### config.mk
export PLATFORM = sky130hd
export DESIGN_NAME = kws_ctrl
export DESIGN_NICKNAME = d
export VERILOG_FILES = /design/src/hdl/kws_pkg.sv /design/src/hdl/kws_ctrl.sv
export SDC_FILE = /design/constraint.sdc
export NUM_CORES = 1
export LEC_CHECK = 0
export ABC_CLOCK_PERIOD_IN_PS = 1400
export BUFFER_PORTS_ARGS = -buffer_cell sky130_fd_sc_hd__buf_2
export CORE_AREA = 2 2 39 41
export DETAILED_ROUTE_END_ITERATION = 8
export DIE_AREA = 0 0 41 43
export PLACE_DENSITY = 0.72
export SETUP_SLACK_MARGIN = 0.4
export SLEW_MARGIN = 20
export SYNTH_ARGS = -nofsm -noshare
export SYNTH_HDL_FRONTEND = slang
export SYNTH_SLANG_ARGS = --single-unit
### constraint.sdc
create_clock -name aclk -period 1.4 [get_ports aclk]
set_input_delay 0.21 -clock aclk [delete_from_list [all_inputs] [get_ports aclk]]
set_output_delay 0.21 -clock aclk [all_outputs]
set_load 0.005 [all_outputs]
### src/hdl/kws_pkg.sv
package kws_pkg;

    localparam int TABLE_LEN_DEF   = 48000;
    localparam int VOICES_DEF      = 8;
    localparam int SAMPLE_BITS_DEF = 24;
    localparam int VOLUME_MAX_DEF  = 15;

    localparam int NUM_FREQ  = 8;
    localparam int VIDX_W    = 3;
    localparam int FREQ_W    = 17;
    localparam int CFG_IDX_W = 4;
    localparam int CODE_W    = 8;
    localparam int OUT_W     = 32;

    localparam logic CMD_KEY  = 1'b0;
    localparam logic CMD_TICK = 1'b1;

    localparam logic [CODE_W-1:0] BREAK_CODE    = 8'hF0;
    localparam logic [CODE_W-1:0] VOL_UP_CODE   = 8'h32;
    localparam logic [CODE_W-1:0] VOL_DOWN_CODE = 8'h21;

    localparam logic [CODE_W-1:0] KEY_CODE [NUM_FREQ] = '{
        8'h1C, 8'h1B, 8'h23, 8'h2B, 8'h3B, 8'h42, 8'h4B, 8'h4C
    };

    localparam logic [FREQ_W-1:0] FREQ_RESET [NUM_FREQ] = '{
        17'd33488, 17'd37589, 17'd42192, 17'd44701,
        17'd50175, 17'd56320, 17'd63217, 17'd66976
    };

    typedef struct packed {
        logic              key_apply;
        logic              tick_start;
        logic              issue;
        logic [VIDX_W-1:0] voice;
        logic              load_out;
    } cmd_t;

endpackage

### src/hdl/kws_ctrl.sv
module kws_ctrl #(
    parameter int VOICES = kws_pkg::VOICES_DEF
) (
    input  logic          aclk,
    input  logic          aresetn,
    input  logic          s_valid,
    output logic          s_ready,
    input  logic          s_command,
    output logic          m_valid,
    input  logic          m_ready,
    output kws_pkg::cmd_t cmd
);
    import kws_pkg::*;

    localparam int LAST  = VOICES + 8;
    localparam int CNT_W = $clog2(LAST + 1);

    typedef enum logic [1:0] {ST_IDLE, ST_RUN, ST_DONE} state_t;

    state_t             state_reg, state_next;
    logic [CNT_W-1:0]   cnt_reg, cnt_next;
    logic               m_valid_reg, m_valid_next;
    logic               accept;
    logic               load;

    always_comb begin
        accept       = s_valid && (state_reg == ST_IDLE);
        load         = (state_reg == ST_DONE) && (!m_valid_reg || m_ready);
        state_next   = state_reg;
        cnt_next     = cnt_reg;
        m_valid_next = m_valid_reg;
        if (m_valid_reg && m_ready) begin
            m_valid_next = 1'b0;
        end
        case (state_reg)
            ST_IDLE: begin
                if (accept && (s_command == CMD_TICK)) begin
                    state_next = ST_RUN;
                    cnt_next   = '0;
                end
            end
            ST_RUN: begin
                if (cnt_reg == CNT_W'(LAST)) begin
                    state_next = ST_DONE;
                end else begin
                    cnt_next = cnt_reg + 1'b1;
                end
            end
            ST_DONE: begin
                if (load) begin
                    state_next   = ST_IDLE;
                    m_valid_next = 1'b1;
                end
            end
            default: begin
                state_next = ST_IDLE;
            end
        endcase
    end

    always_ff @(posedge aclk) begin
        if (!aresetn) begin
            state_reg   <= ST_IDLE;
            cnt_reg     <= '0;
            m_valid_reg <= 1'b0;
        end else begin
            state_reg   <= state_next;
            cnt_reg     <= cnt_next;
            m_valid_reg <= m_valid_next;
        end
    end

    assign s_ready        = (state_reg == ST_IDLE);
    assign m_valid        = m_valid_reg;
    assign cmd.key_apply  = accept && (s_command == CMD_KEY);
    assign cmd.tick_start = accept && (s_command == CMD_TICK);
    assign cmd.issue      = (state_reg == ST_RUN) && (cnt_reg < CNT_W'(VOICES));
    assign cmd.voice      = cnt_reg[VIDX_W-1:0];
    assign cmd.load_out   = load;

endmodule

==> results of run 1 <==
[cells by family after synthesis]
kind of cell    synth area share
simple gates               0.358
fa+ha+maj                 0.0501
xor+xnor                  0.0175
compound gates             0.163
buf+inv                   0.0902
flops                      0.321
[synthesized netlist by cell type (2+ instances only)]
cell	instances	share of area
sky130_fd_sc_hd__o22ai_1	2	0.025
sky130_fd_sc_hd__nand3_1	3	0.030
sky130_fd_sc_hd__nand2b_1	2	0.025
sky130_fd_sc_hd__nor2b_1	2	0.025
sky130_fd_sc_hd__buf_4	4	0.060
sky130_fd_sc_hd__a21boi_1	2	0.030
sky130_fd_sc_hd__ha_1	2	0.050
sky130_fd_sc_hd__inv_1	2	0.015
sky130_fd_sc_hd__o21ai_1	2	0.020
sky130_fd_sc_hd__o211ai_1	3	0.045
sky130_fd_sc_hd__nor2_1	2	0.015
sky130_fd_sc_hd__nand2_1	5	0.038
sky130_fd_sc_hd__dfxtp_1	8	0.32
[worst register-to-register path, cell delays in order (launching register included)]
cell and delay (ps):
sky130_fd_sc_hd__dfxtp_4 380, sky130_fd_sc_hd__inv_4 50, sky130_fd_sc_hd__ha_4 160, sky130_fd_sc_hd__and4bb_1 210, sky130_fd_sc_hd__o21ai_2 200, sky130_fd_sc_hd__o211ai_1 100
[where the power goes]
part / switching [mW] / internal [mW]
registers: 0.00996 / 0.227
clock network: 0.0833 / 0.0985
logic: 0.0461 / 0.0546
total: 0.139 / 0.380
[per-stage QoR]
step	power, mW	hold slack (ps)	worst slack [ps]	cell area, µm²	instances
4_1_cts	0.512	278	150	684	89
5_1_grt	0.550	321	99.4	747	92
3_5_place_dp	0.312	455	156	572	81
3_3_place_gp	0.310	443	213	572	81
2_1_floorplan	0.291	351	286	520	57
6_report	0.519	310	159	747	92
[layer usage]
layer / up-vias / global-route usage / share of wire
met5: - / 0 / 0
met4: 0 / 0.147 / 0.015
met3: 2 / 0.0419 / 0.037
met2: 12 / 0.228 / 0.53
met1: 232 / 0.209 / 0.42
li1: 244 / - / -
[final cells by class]
| cell class | count | area share |
|---|---|---|
| tap | 16 | 0.0268 |
| multi-input combinational | 41 | 0.513 |
| timing repair buffer | 21 | 0.173 |
| clock buffer | 3 | 0.0302 |
| sequential | 8 | 0.240 |
| inverter | 3 | 0.0184 |
[worst min-delay path by stage]
| stage | end | cells after the start | from | slack, ps |
|---|---|---|---|---|
| final | m_valid$_SDFF_PN0_ | 3 | m_ready | 310 |
| after global routing | m_valid$_SDFF_PN0_ | 2 | aresetn | 320 |
| after CTS | m_valid$_SDFF_PN0_ | 3 | m_ready | 280 |
| after detailed placement | state_reg[0]$_SDFFE_PN0P_ | 1 | state_reg[1]$_SDFFE_PN0P_ | 460 |
| after global placement | state_reg[0]$_SDFFE_PN0P_ | 1 | state_reg[1]$_SDFFE_PN0P_ | 440 |
| after floorplan | cnt_reg[0]$_SDFFE_PN0P_ | 2 | aresetn | 350 |
[what timing repair did]
| item | 4_1_cts | 5_1_grt |
|---|---|---|
| endpoints found under the setup margin | 13 | 13 |
| setup buffers | 5 | 3 |
| gates resized for setup | 10 | 8 |
| hold buffers | 0 | 0 |
| pin swaps | 5 | 1 |
| endpoints found under the hold margin | 0 | 0 |
==> impl_metrics.json, run 1 <==
{
  "status": "completed",
  "clk_pin_slew_ps": 60,
  "worstPathBufferInverterCount": 2,
  "viasPerCell": 5.33,
  "global_route.overflow_total": 0,
  "ys.warnings.count": 0,
  "grt_start_max_net_pins": 13,
  "global_route_wire_length_before_repair_mm": 1.95,
  "pwr_density_cell_mw_per_mm2": 695,
  "cp.depth": 3,
  "synth_area_um2": 499,
  "crit_type": "flip-flop to primary output",
  "synth_enable_flop_cells": 0,
  "cts_max_level": 1,
  "postSynthNetCount": 64,
  "syn_inst": 57,
  "synth.yosys.seq_area_share": 0.321,
  "number_of_endpoints_with_negative_hold_slack_in_the_final_report": 0,
  "detailed_place_hpwl_um": 784,
  "finalWorstPathRequiredPeriod_ps": 1240,
  "std_cell_rows": 14,
  "maxSlewHeadroom": 0.792,
  "number_of_optimization_iterations_in_the_first_detailed_route_pass": 5,
  "timing.final.setup_violations": 0,
  "final.setup.tns_ps": 0,
  "fraction_of_registers_with_async_set_or_reset_after_synthesis": 0,
  "floorplan.core_area_mm2": 0.00138,
  "global_placer_s_final_weighted_congestion": 0.687,
  "tritoncts": "done",
  "critical_path.startpoint": "state_reg[0]$_SDFFE_PN0P_",
  "grt_setup_unrepaired": "yes",
  "cts_root_buffer": "sky130_fd_sc_hd__clkbuf_4",
  "tritoncts_buffer_count": 3,
  "finish.net_count": 85,
  "register_area_um2": 179,
  "worst_ep_arrival_time_ps": 1030,
  "layout-area-overhead-vs-synth_pct": 49.6,
  "final.setup_skew_ps": 1.89,
  "dieArea_mm2": 0.00176,
  "mostFrequentLayoutCells": "13 x sky130_fd_sc_hd__buf_2, 7 x sky130_fd_sc_hd__buf_4, 5 x sky130_fd_sc_hd__nand2_1, 5 x sky130_fd_sc_hd__dfxtp_4",
  "route.vias.total": 490,
  "ys_ff_latch": 8,
  "fillerInstances": 124,
  "final_common_cell": "sky130_fd_sc_hd__buf_2",
  "utilization": 0.540,
  "io_pins": 14,
  "report.final.slew_viol_count": 0,
  "yosys.cell_types.count": 31,
  "grt_antenna_before_repair": 0,
  "path_cells": "nand4bb_4, inv_2, buf_2",
  "critical_path.slowest_cell": "sky130_fd_sc_hd__dfxtp_4",
  "synth-main-ff-cell": "sky130_fd_sc_hd__dfxtp_1",
  "largest_reg_flops": 5,
  "post_route_cells_drive_above_1_share": 0.605,
  "finalWirelength_mm": 1.30,
  "drc": 0,
  "synthesis.area_per_instance_um2": 8.76,
  "antenna_violating_nets_post_route": 0,
  "startpoint_type_of_the_worst_setup_path": "flip-flop",
  "power.ir.vdd_worst_uv": 338,
  "drt-initial-drc-count": 20,
  "holdCritPathClass": "primary input to flip-flop",
  "floorplan.die.height_um": 43,
  "numPortBuffers": 13,
  "ff2ff_path_depth": 5,
  "cp.required_ps": 1190,
  "tightest_slew_ps": 312,
  "rr_endpoint": "cnt_reg[2]$_SDFFE_PN0P_",
  "effective_utilization_at_floorplan": 0.361,
  "grt_pass1_vias": 451,
  "timing.fmax_ghz": 0.806,
  "clk-insertion-delay-late_ps": 250,
  "critPathCaptureType": "primary output",
  "grtUsageTotal": 0.169,
  "worst-r2r-setup-slack_ps": 190,
  "critical_path.endpoint": "cmd[5]",
  "cp_max_fo": 7,
  "timing.rr.start": "cnt_reg[0]$_SDFFE_PN0P_",
  "timing.critical_path.slowest_cell_delay_ps": 370,
  "x_dimension_of_the_die_um": 41,
  "multi_input_comb_area_um2": 383,
  "finalCritPeriodShare": 0.887,
  "cts.sinks": 8,
  "cts_buffer_depth": 2,
  "antenna-diode-count": 0,
  "leakage_nw": 0.290,
  "cp_top_family": "flip-flops",
  "drv.max_cap_violation_count": 0,
  "avgRoutedWirePerCell_um": 14.2
}
(Power assumes the default switching activity.)
==> inputs of run 2 (changes only) <==
- ABC_AREA: not set -> 1
- PLACE_DENSITY: 0.72 -> not set
==> run 2 against run 1 <==
  * Die area did not move
  * Combinational power rose by 90%
  * Sequential share of layout area fell by 0.76 points
  * Global-route usage fell by 2.5 points
  * Worst hold slack got worse by 84 ps
  * Worst setup slack improved by 58 ps
  * Final area rose by 1.8%
  * Total power rose by 21%
  * Final cell count rose by 17%
  * Critical path type unchanged
  * Largest power group unchanged
==> impl_metrics.json, run 2 <==
{
  "tightest_slew_ps": 208,
  "timing.critical_path.slowest_cell_delay_ps": 360,
  "met2WireLength_um": 612,
  "cts_max_level": 1,
  "drv.max_cap_violation_count": 0,
  "tritoncts": "done",
  "number_of_endpoints_with_negative_hold_slack_in_the_final_report": 0,
  "cts_buffer_depth": 2,
  "yosys.cell_types.count": 16,
  "timing.final.setup_violations": 0,
  "met1_length_um": 440,
  "numPortBuffers": 13,
  "fraction_of_registers_with_async_set_or_reset_after_synthesis": 0,
  "global_placer_s_final_weighted_congestion": 0.760,
  "timing.rr.start": "cnt_reg[1]$_SDFFE_PN0P_",
  "critPathCaptureType": "primary output",
  "dieArea_mm2": 0.00176,
  "status": "completed",
  "topRoutingLayerUsed": "met4",
  "syn_inst": 70,
  "largest_reg_flops": 5,
  "number_of_optimization_iterations_in_the_first_detailed_route_pass": 4,
  "drc": 0,
  "critical_path.slowest_cell": "sky130_fd_sc_hd__dfxtp_4",
  "synth.cells.most_frequent": "19 x sky130_fd_sc_hd__nand2_1, 11 x sky130_fd_sc_hd__nor2_1, 8 x sky130_fd_sc_hd__dfxtp_1, 8 x sky130_fd_sc_hd__inv_1, 5 x sky130_fd_sc_hd__a21oi_1",
  "finalWorstPathRequiredPeriod_ps": 1180,
  "finish.net_count": 101,
  "post_route_cells_drive_above_1_share": 0.641,
  "worst_ep_arrival_time_ps": 970,
  "grt_pass1_vias": 467,
  "final.setup_skew_ps": 3.98,
  "crit_type": "flip-flop to primary output",
  "finalWirelength_mm": 1.15,
  "finalCritPeriodShare": 0.845,
  "std_cell_rows": 14,
  "tritoncts_buffer_count": 3,
  "netlist.area_leader.share": 0.340,
  "cts.hold.buffers_added": 0,
  "ys.warnings.count": 0,
  "mostFrequentLayoutCells": "11 x sky130_fd_sc_hd__buf_2, 10 x sky130_fd_sc_hd__nand2_1, 8 x sky130_fd_sc_hd__nand2_2, 8 x sky130_fd_sc_hd__nor2_1, 8 x sky130_fd_sc_hd__buf_4",
  "rr_endpoint": "cnt_reg[2]$_SDFFE_PN0P_",
  "x_dimension_of_the_die_um": 41,
  "maxSlewHeadroom": 0.861,
  "worstPathBufferInverterCount": 3,
  "synth-main-ff-cell": "sky130_fd_sc_hd__dfxtp_1",
  "grtUsageTotal": 0.144,
  "global_route.overflow_total": 0,
  "antenna_violating_nets_post_route": 0,
  "holdCritPathClass": "primary input to flip-flop",
  "hp-start": "aresetn",
  "cp.depth": 3,
  "critPathMostFrequentCell": "sky130_fd_sc_hd__buf_6",
  "synth_area_um2": 472,
  "global_route_wire_length_before_repair_mm": 1.74,
  "dr_wl_met3_um": 63,
  "ys_ff_latch": 8,
  "leakage_nw": 0.349,
  "drt-initial-drc-count": 5,
  "logic_gate_share_of_total_power": 0.305,
  "effective_utilization_at_floorplan": 0.341,
  "synth.yosys.seq_area_share": 0.340,
  "cts_root_buffer": "sky130_fd_sc_hd__clkbuf_4",
  "whs_endpoint": "cnt_reg[0]$_SDFFE_PN0P_",
  "avgRoutedWirePerCell_um": 10.6,
  "grt_antenna_before_repair": 0,
  "cts.sinks": 8,
  "switching_power_mw": 0.194,
  "startpoint_type_of_the_worst_setup_path": "flip-flop",
  "detailed_place_hpwl_um": 668,
  "worst-r2r-setup-slack_ps": 230,
  "p_int_mw": 0.435,
  "synthesis.area_per_instance_um2": 6.74,
  "io_pins": 14,
  "pwr-share-clk": 0.286,
  "power.ir.vdd_worst_uv": 402,
  "grt_setup_unrepaired": "yes",
  "antenna-diode-count": 0,
  "final.setup.tns_ps": 0,
  "pwr_density_cell_mw_per_mm2": 827,
  "floorplan.die.height_um": 43,
  "dpl-instance-area_um2": 534,
  "cp.required_ps": 1190,
  "grt_start_max_net_pins": 9,
  "postSynthNetCount": 77,
  "clk_pin_slew_ps": 60,
  "report.final.slew_viol_count": 0,
  "final_area_um2": 761,
  "yosys-top-cells-area": "sky130_fd_sc_hd__dfxtp_1 34%, sky130_fd_sc_hd__nand2_1 15%, sky130_fd_sc_hd__nor2_1 8.8%",
  "final_common_cell": "sky130_fd_sc_hd__buf_2",
  "clk-insertion-delay-late_ps": 260,
  "cp_top_family": "flip-flops",
  "most_repeated_cell_in_the_gate_level_netlist_after_synthesis": "sky130_fd_sc_hd__nand2_1",
  "timing.fmax_ghz": 0.845,
  "whs_path_depth": 3,
  "path_cells": "buf_4, buf_6, buf_6",
  "route.vias.total": 516,
  "cp_max_fo": 4,
  "layout-area-overhead-vs-synth_pct": 61.3,
  "netlist.top_cell.by_area": "sky130_fd_sc_hd__dfxtp_1",
  "power_share_of_the_sequential_group": 0.410,
  "viasPerCell": 4.78,
  "ff2ff_path_depth": 9,
  "synth_enable_flop_cells": 0,
  "floorplan.core_area_mm2": 0.00138,
  "p_sw_frac": 0.308
}
==> run 2: kinds of logic after synthesis <==
logic type      share of synthesized area
buf+inv                             0.135
fa+ha+maj                          0.0530
compound gates                     0.0690
simple gates                        0.403
flops                               0.340
==> run 2: timing repair <==
item,in CTS,in global routing
endpoints found under the setup margin,12,15
gates resized for setup,24,13
pin swaps,9,6
buffers inserted,8,2
==> run 2: tightest hold or removal path, cell delays in order <==
cell,delay [ps]
sky130_fd_sc_hd__buf_2,140
sky130_fd_sc_hd__nand2_2,70
sky130_fd_sc_hd__nor2_1,30
==> run 2: layer usage <==
| metal | vias up | global-route usage |
|---|---|---|
| met5 | - | 0 |
| met4 | 0 | 0.0800 |
| met3 | 5 | 0.0314 |
| met2 | 15 | 0.253 |
| met1 | 234 | 0.142 |
| li1 | 262 | - |
==> run 2: area by class of cell <==
type                    count  area [µm²]
repair buffers             23         160
fillers                   145         623
inverters                   9        38.8
clock buffers               3        22.5
well taps                  16        20.0
flip-flops and latches      8         176
multi-input cells          49         343
==> run 2: worst max path at each step <==
stage	startpoint	endpoint
finish	cnt_reg[1]$_SDFFE_PN0P_	cmd[2]
global route	state_reg[0]$_SDFFE_PN0P_	cmd[6]
CTS	state_reg[0]$_SDFFE_PN0P_	cmd[6]
detailed placement	cnt_reg[0]$_SDFFE_PN0P_	cnt_reg[4]$_SDFFE_PN0P_
global placement	cnt_reg[0]$_SDFFE_PN0P_	cnt_reg[4]$_SDFFE_PN0P_
floorplan	cnt_reg[1]$_SDFFE_PN0P_	cnt_reg[4]$_SDFFE_PN0P_
==> run 2: per-stage QoR <==
stage | util | hold slack (ps) | instances | total power, mW | setup WS, ps
2_1_floorplan | - | 323 | 70 | 0.337 | 318
3_3_place_gp | 0.386 | 499 | 95 | 0.363 | 253
3_5_place_dp | 0.386 | 502 | 95 | 0.365 | 236
4_1_cts | 0.502 | 227 | 106 | 0.600 | 213
5_1_grt | 0.550 | 250 | 108 | 0.662 | 122
6_report | 0.550 | 227 | 108 | 0.629 | 217
==> run 2: power groups by stage <==
| stage | combinational [mW] | sequential [mW] | clock, mW |
|---|---|---|---|
| after CTS | 0.158 | 0.254 | 0.188 |
| after global placement | 0.105 | 0.259 | 0 |
| final | 0.192 | 0.258 | 0.180 |
| after detailed placement | 0.105 | 0.259 | 0 |
| after global routing | 0.212 | 0.260 | 0.190 |
| after floorplan | 0.0797 | 0.257 | 0 |
==> inputs of run 3 (changes only) <==
- ABC_CLOCK_PERIOD_IN_PS: 1400 -> 1060
- clock period: 1.4 -> 1.06 ns (I/O delays scaled with it)
==> run 3 against run 2 <==
  * The run now ends with setup timing left
  * First-iteration DRC count grew to 3.0 times the previous value
  * Clock skew is 1.8 ps lower
  * Total power is 31% higher
  * Highest routed layer unchanged
  * Sequential share of layout area is 0.70 points lower
  * Utilization is 1.7 points higher
  * Global-route usage is 0.057 points lower
  * Non-clock buffer count is 4 higher
  * Critical path type is now flip-flop to flip-flop
  * Critical endpoint is now cnt_reg[2]$_SDFFE_PN0P_
  * Combinational power is 27% higher
==> impl_metrics.json, run 3 (same netlist as run 2, synthesis figures left out) <==
{
  "status": "complete, but fails checks",
  "failed_checks": "setup timing",
  "cts_buffer_depth": 2,
  "register_area_um2": 176,
  "detailed_place_hpwl_um": 724,
  "multi_input_comb_area_um2": 333,
  "mostFrequentLayoutCells": "14 x sky130_fd_sc_hd__nand2_1, 12 x sky130_fd_sc_hd__buf_4, 10 x sky130_fd_sc_hd__buf_2",
  "timing.final.setup_violations": 11,
  "final.setup_skew_ps": 2.16,
  "final_common_cell": "sky130_fd_sc_hd__nand2_1",
  "report.final.slew_viol_count": 0,
  "largest_reg_flops": 5,
  "leakage_nw": 0.366,
  "clk-insertion-delay-late_ps": 260,
  "instances_no_fill": 112,
  "startpoint_type_of_the_worst_setup_path": "flip-flop",
  "grt_start_max_net_pins": 9,
  "cts_root_buffer": "sky130_fd_sc_hd__clkbuf_4",
  "global_route.overflow_total": 0,
  "floorplan.die.height_um": 43,
  "tightest_slew_ps": 172,
  "critPathMostFrequentCell": "sky130_fd_sc_hd__nand2_2",
  "grt_pass1_vias": 433,
  "cp_max_fo": 8,
  "route.vias.total": 515,
  "timing.critical_path.slowest_cell_delay_ps": 360,
  "final_area_um2": 785,
  "cts.sinks": 8,
  "fillerInstances": 124,
  "post_route_cells_drive_above_1_share": 0.646,
  "maxSlewHeadroom": 0.885,
  "tritoncts": "done",
  "avgRoutedWirePerCell_um": 10.8,
  "pwr_density_cell_mw_per_mm2": 1050,
  "dieArea_mm2": 0.00176,
  "antenna-diode-count": 0,
  "global_placer_s_final_weighted_congestion": 0.701,
  "grtUsageTotal": 0.143,
  "critical_path.slowest_cell": "sky130_fd_sc_hd__dfxtp_4",
  "power.ir.vdd_worst_uv": 520,
  "drv.max_cap_violation_count": 0,
  "floorplan.core_area_mm2": 0.00138,
  "finalWorstPathRequiredPeriod_ps": 1210,
  "grt_antenna_before_repair": 0,
  "path_cells": "inv_4, ha_4, nand2_2, inv_2, nand2_2, nand2_4, nand2_8, nand2_2, nand2_1, nor2_1",
  "critPathCaptureType": "flip-flop",
  "final.setup.tns_ps": -878,
  "tritoncts_buffer_count": 3,
  "drt-initial-drc-count": 15,
  "holdCritPathClass": "primary input to flip-flop",
  "timing.fmax_ghz": 0.825,
  "cp.required_ps": 1240,
  "crit_type": "flip-flop to flip-flop",
  "cts_max_level": 1,
  "worst_ep_arrival_time_ps": 1390,
  "dp.cells": 99,
  "design_power_total_mw": 0.824,
  "number_of_endpoints_with_negative_hold_slack_in_the_final_report": 0,
  "global_route_wire_length_before_repair_mm": 1.66,
  "viasPerCell": 4.60,
  "utilization": 0.567,
  "dpl-instance-area_um2": 596,
  "numPortBuffers": 13,
  "clk_pin_slew_ps": 60,
  "finish.net_count": 105,
  "finalCritPeriodShare": 1.14,
  "effective_utilization_at_floorplan": 0.341,
  "antenna_violating_nets_post_route": 0,
  "std_cell_rows": 14,
  "x_dimension_of_the_die_um": 41,
  "cts.hold.buffers_added": 0,
  "number_of_optimization_iterations_in_the_first_detailed_route_pass": 4,
  "finalWirelength_mm": 1.21,
  "drc": 0,
  "io_pins": 14,
  "worst_case_setup_margin_in_the_final_layout_ps": -152,
  "grt_setup_unrepaired": "yes",
  "layout-area-overhead-vs-synth_pct": 66.3
}
run 3: layout make-up:
type                    instances  share of cell area
well taps                      16              0.0255
repair buffers                 27               0.250
flip-flops and latches          8               0.225
inverters                       9              0.0463
multi-input cells              49               0.424
clock buffers                   3              0.0287
run 3: per-layer routing:
metal | vias up | GRT usage | part of all wire
met3 | 2 | 0.0314 | 0.041
li1 | 268 | - | -
met1 | 234 | 0.157 | 0.41
met5 | - | 0 | 0
met4 | 0 | 0.120 | 0.0099
met2 | 11 | 0.219 | 0.54
run 3: worst paths after layout:
path,start,end,slack [ps],cells after the start
setup / recovery,cnt_reg[0]$_SDFFE_PN0P_,cnt_reg[2]$_SDFFE_PN0P_,-150,10
hold / removal,aresetn,cnt_reg[1]$_SDFFE_PN0P_,180,3
setup reg to reg,cnt_reg[0]$_SDFFE_PN0P_,cnt_reg[2]$_SDFFE_PN0P_,-150,10
hold reg to reg,cnt_reg[1]$_SDFFE_PN0P_,cnt_reg[1]$_SDFFE_PN0P_,540,2
run 3: power breakdown:
part / switching, mW / total (mW) / internal [mW]
Sequential: 0.0240 / 0.340 / 0.316
Combinational: 0.122 / 0.243 / 0.122
Clock: 0.111 / 0.241 / 0.130
run 3: critical path, delay by kind of cell, from the launching register on:
family,cells,cell delay (ps)
and+or+nand+nor,7,530
DFF,1,360
adders and majority gates,1,120
buffers and inverters,2,100
run 3: stage by stage:
stage	setup WS [ps]	hold WS (ps)
6_report	-152	183
3_5_place_dp	-74.4	451
2_1_floorplan	-20.7	272
4_1_cts	-93.7	174
3_3_place_gp	-59.9	450
5_1_grt	-195	185
run 3: repair_timing:
item,CTS,global route
setup endpoints to repair,17,17
pin swaps,8,6
buffers inserted,6,4
gates resized for setup,5,18
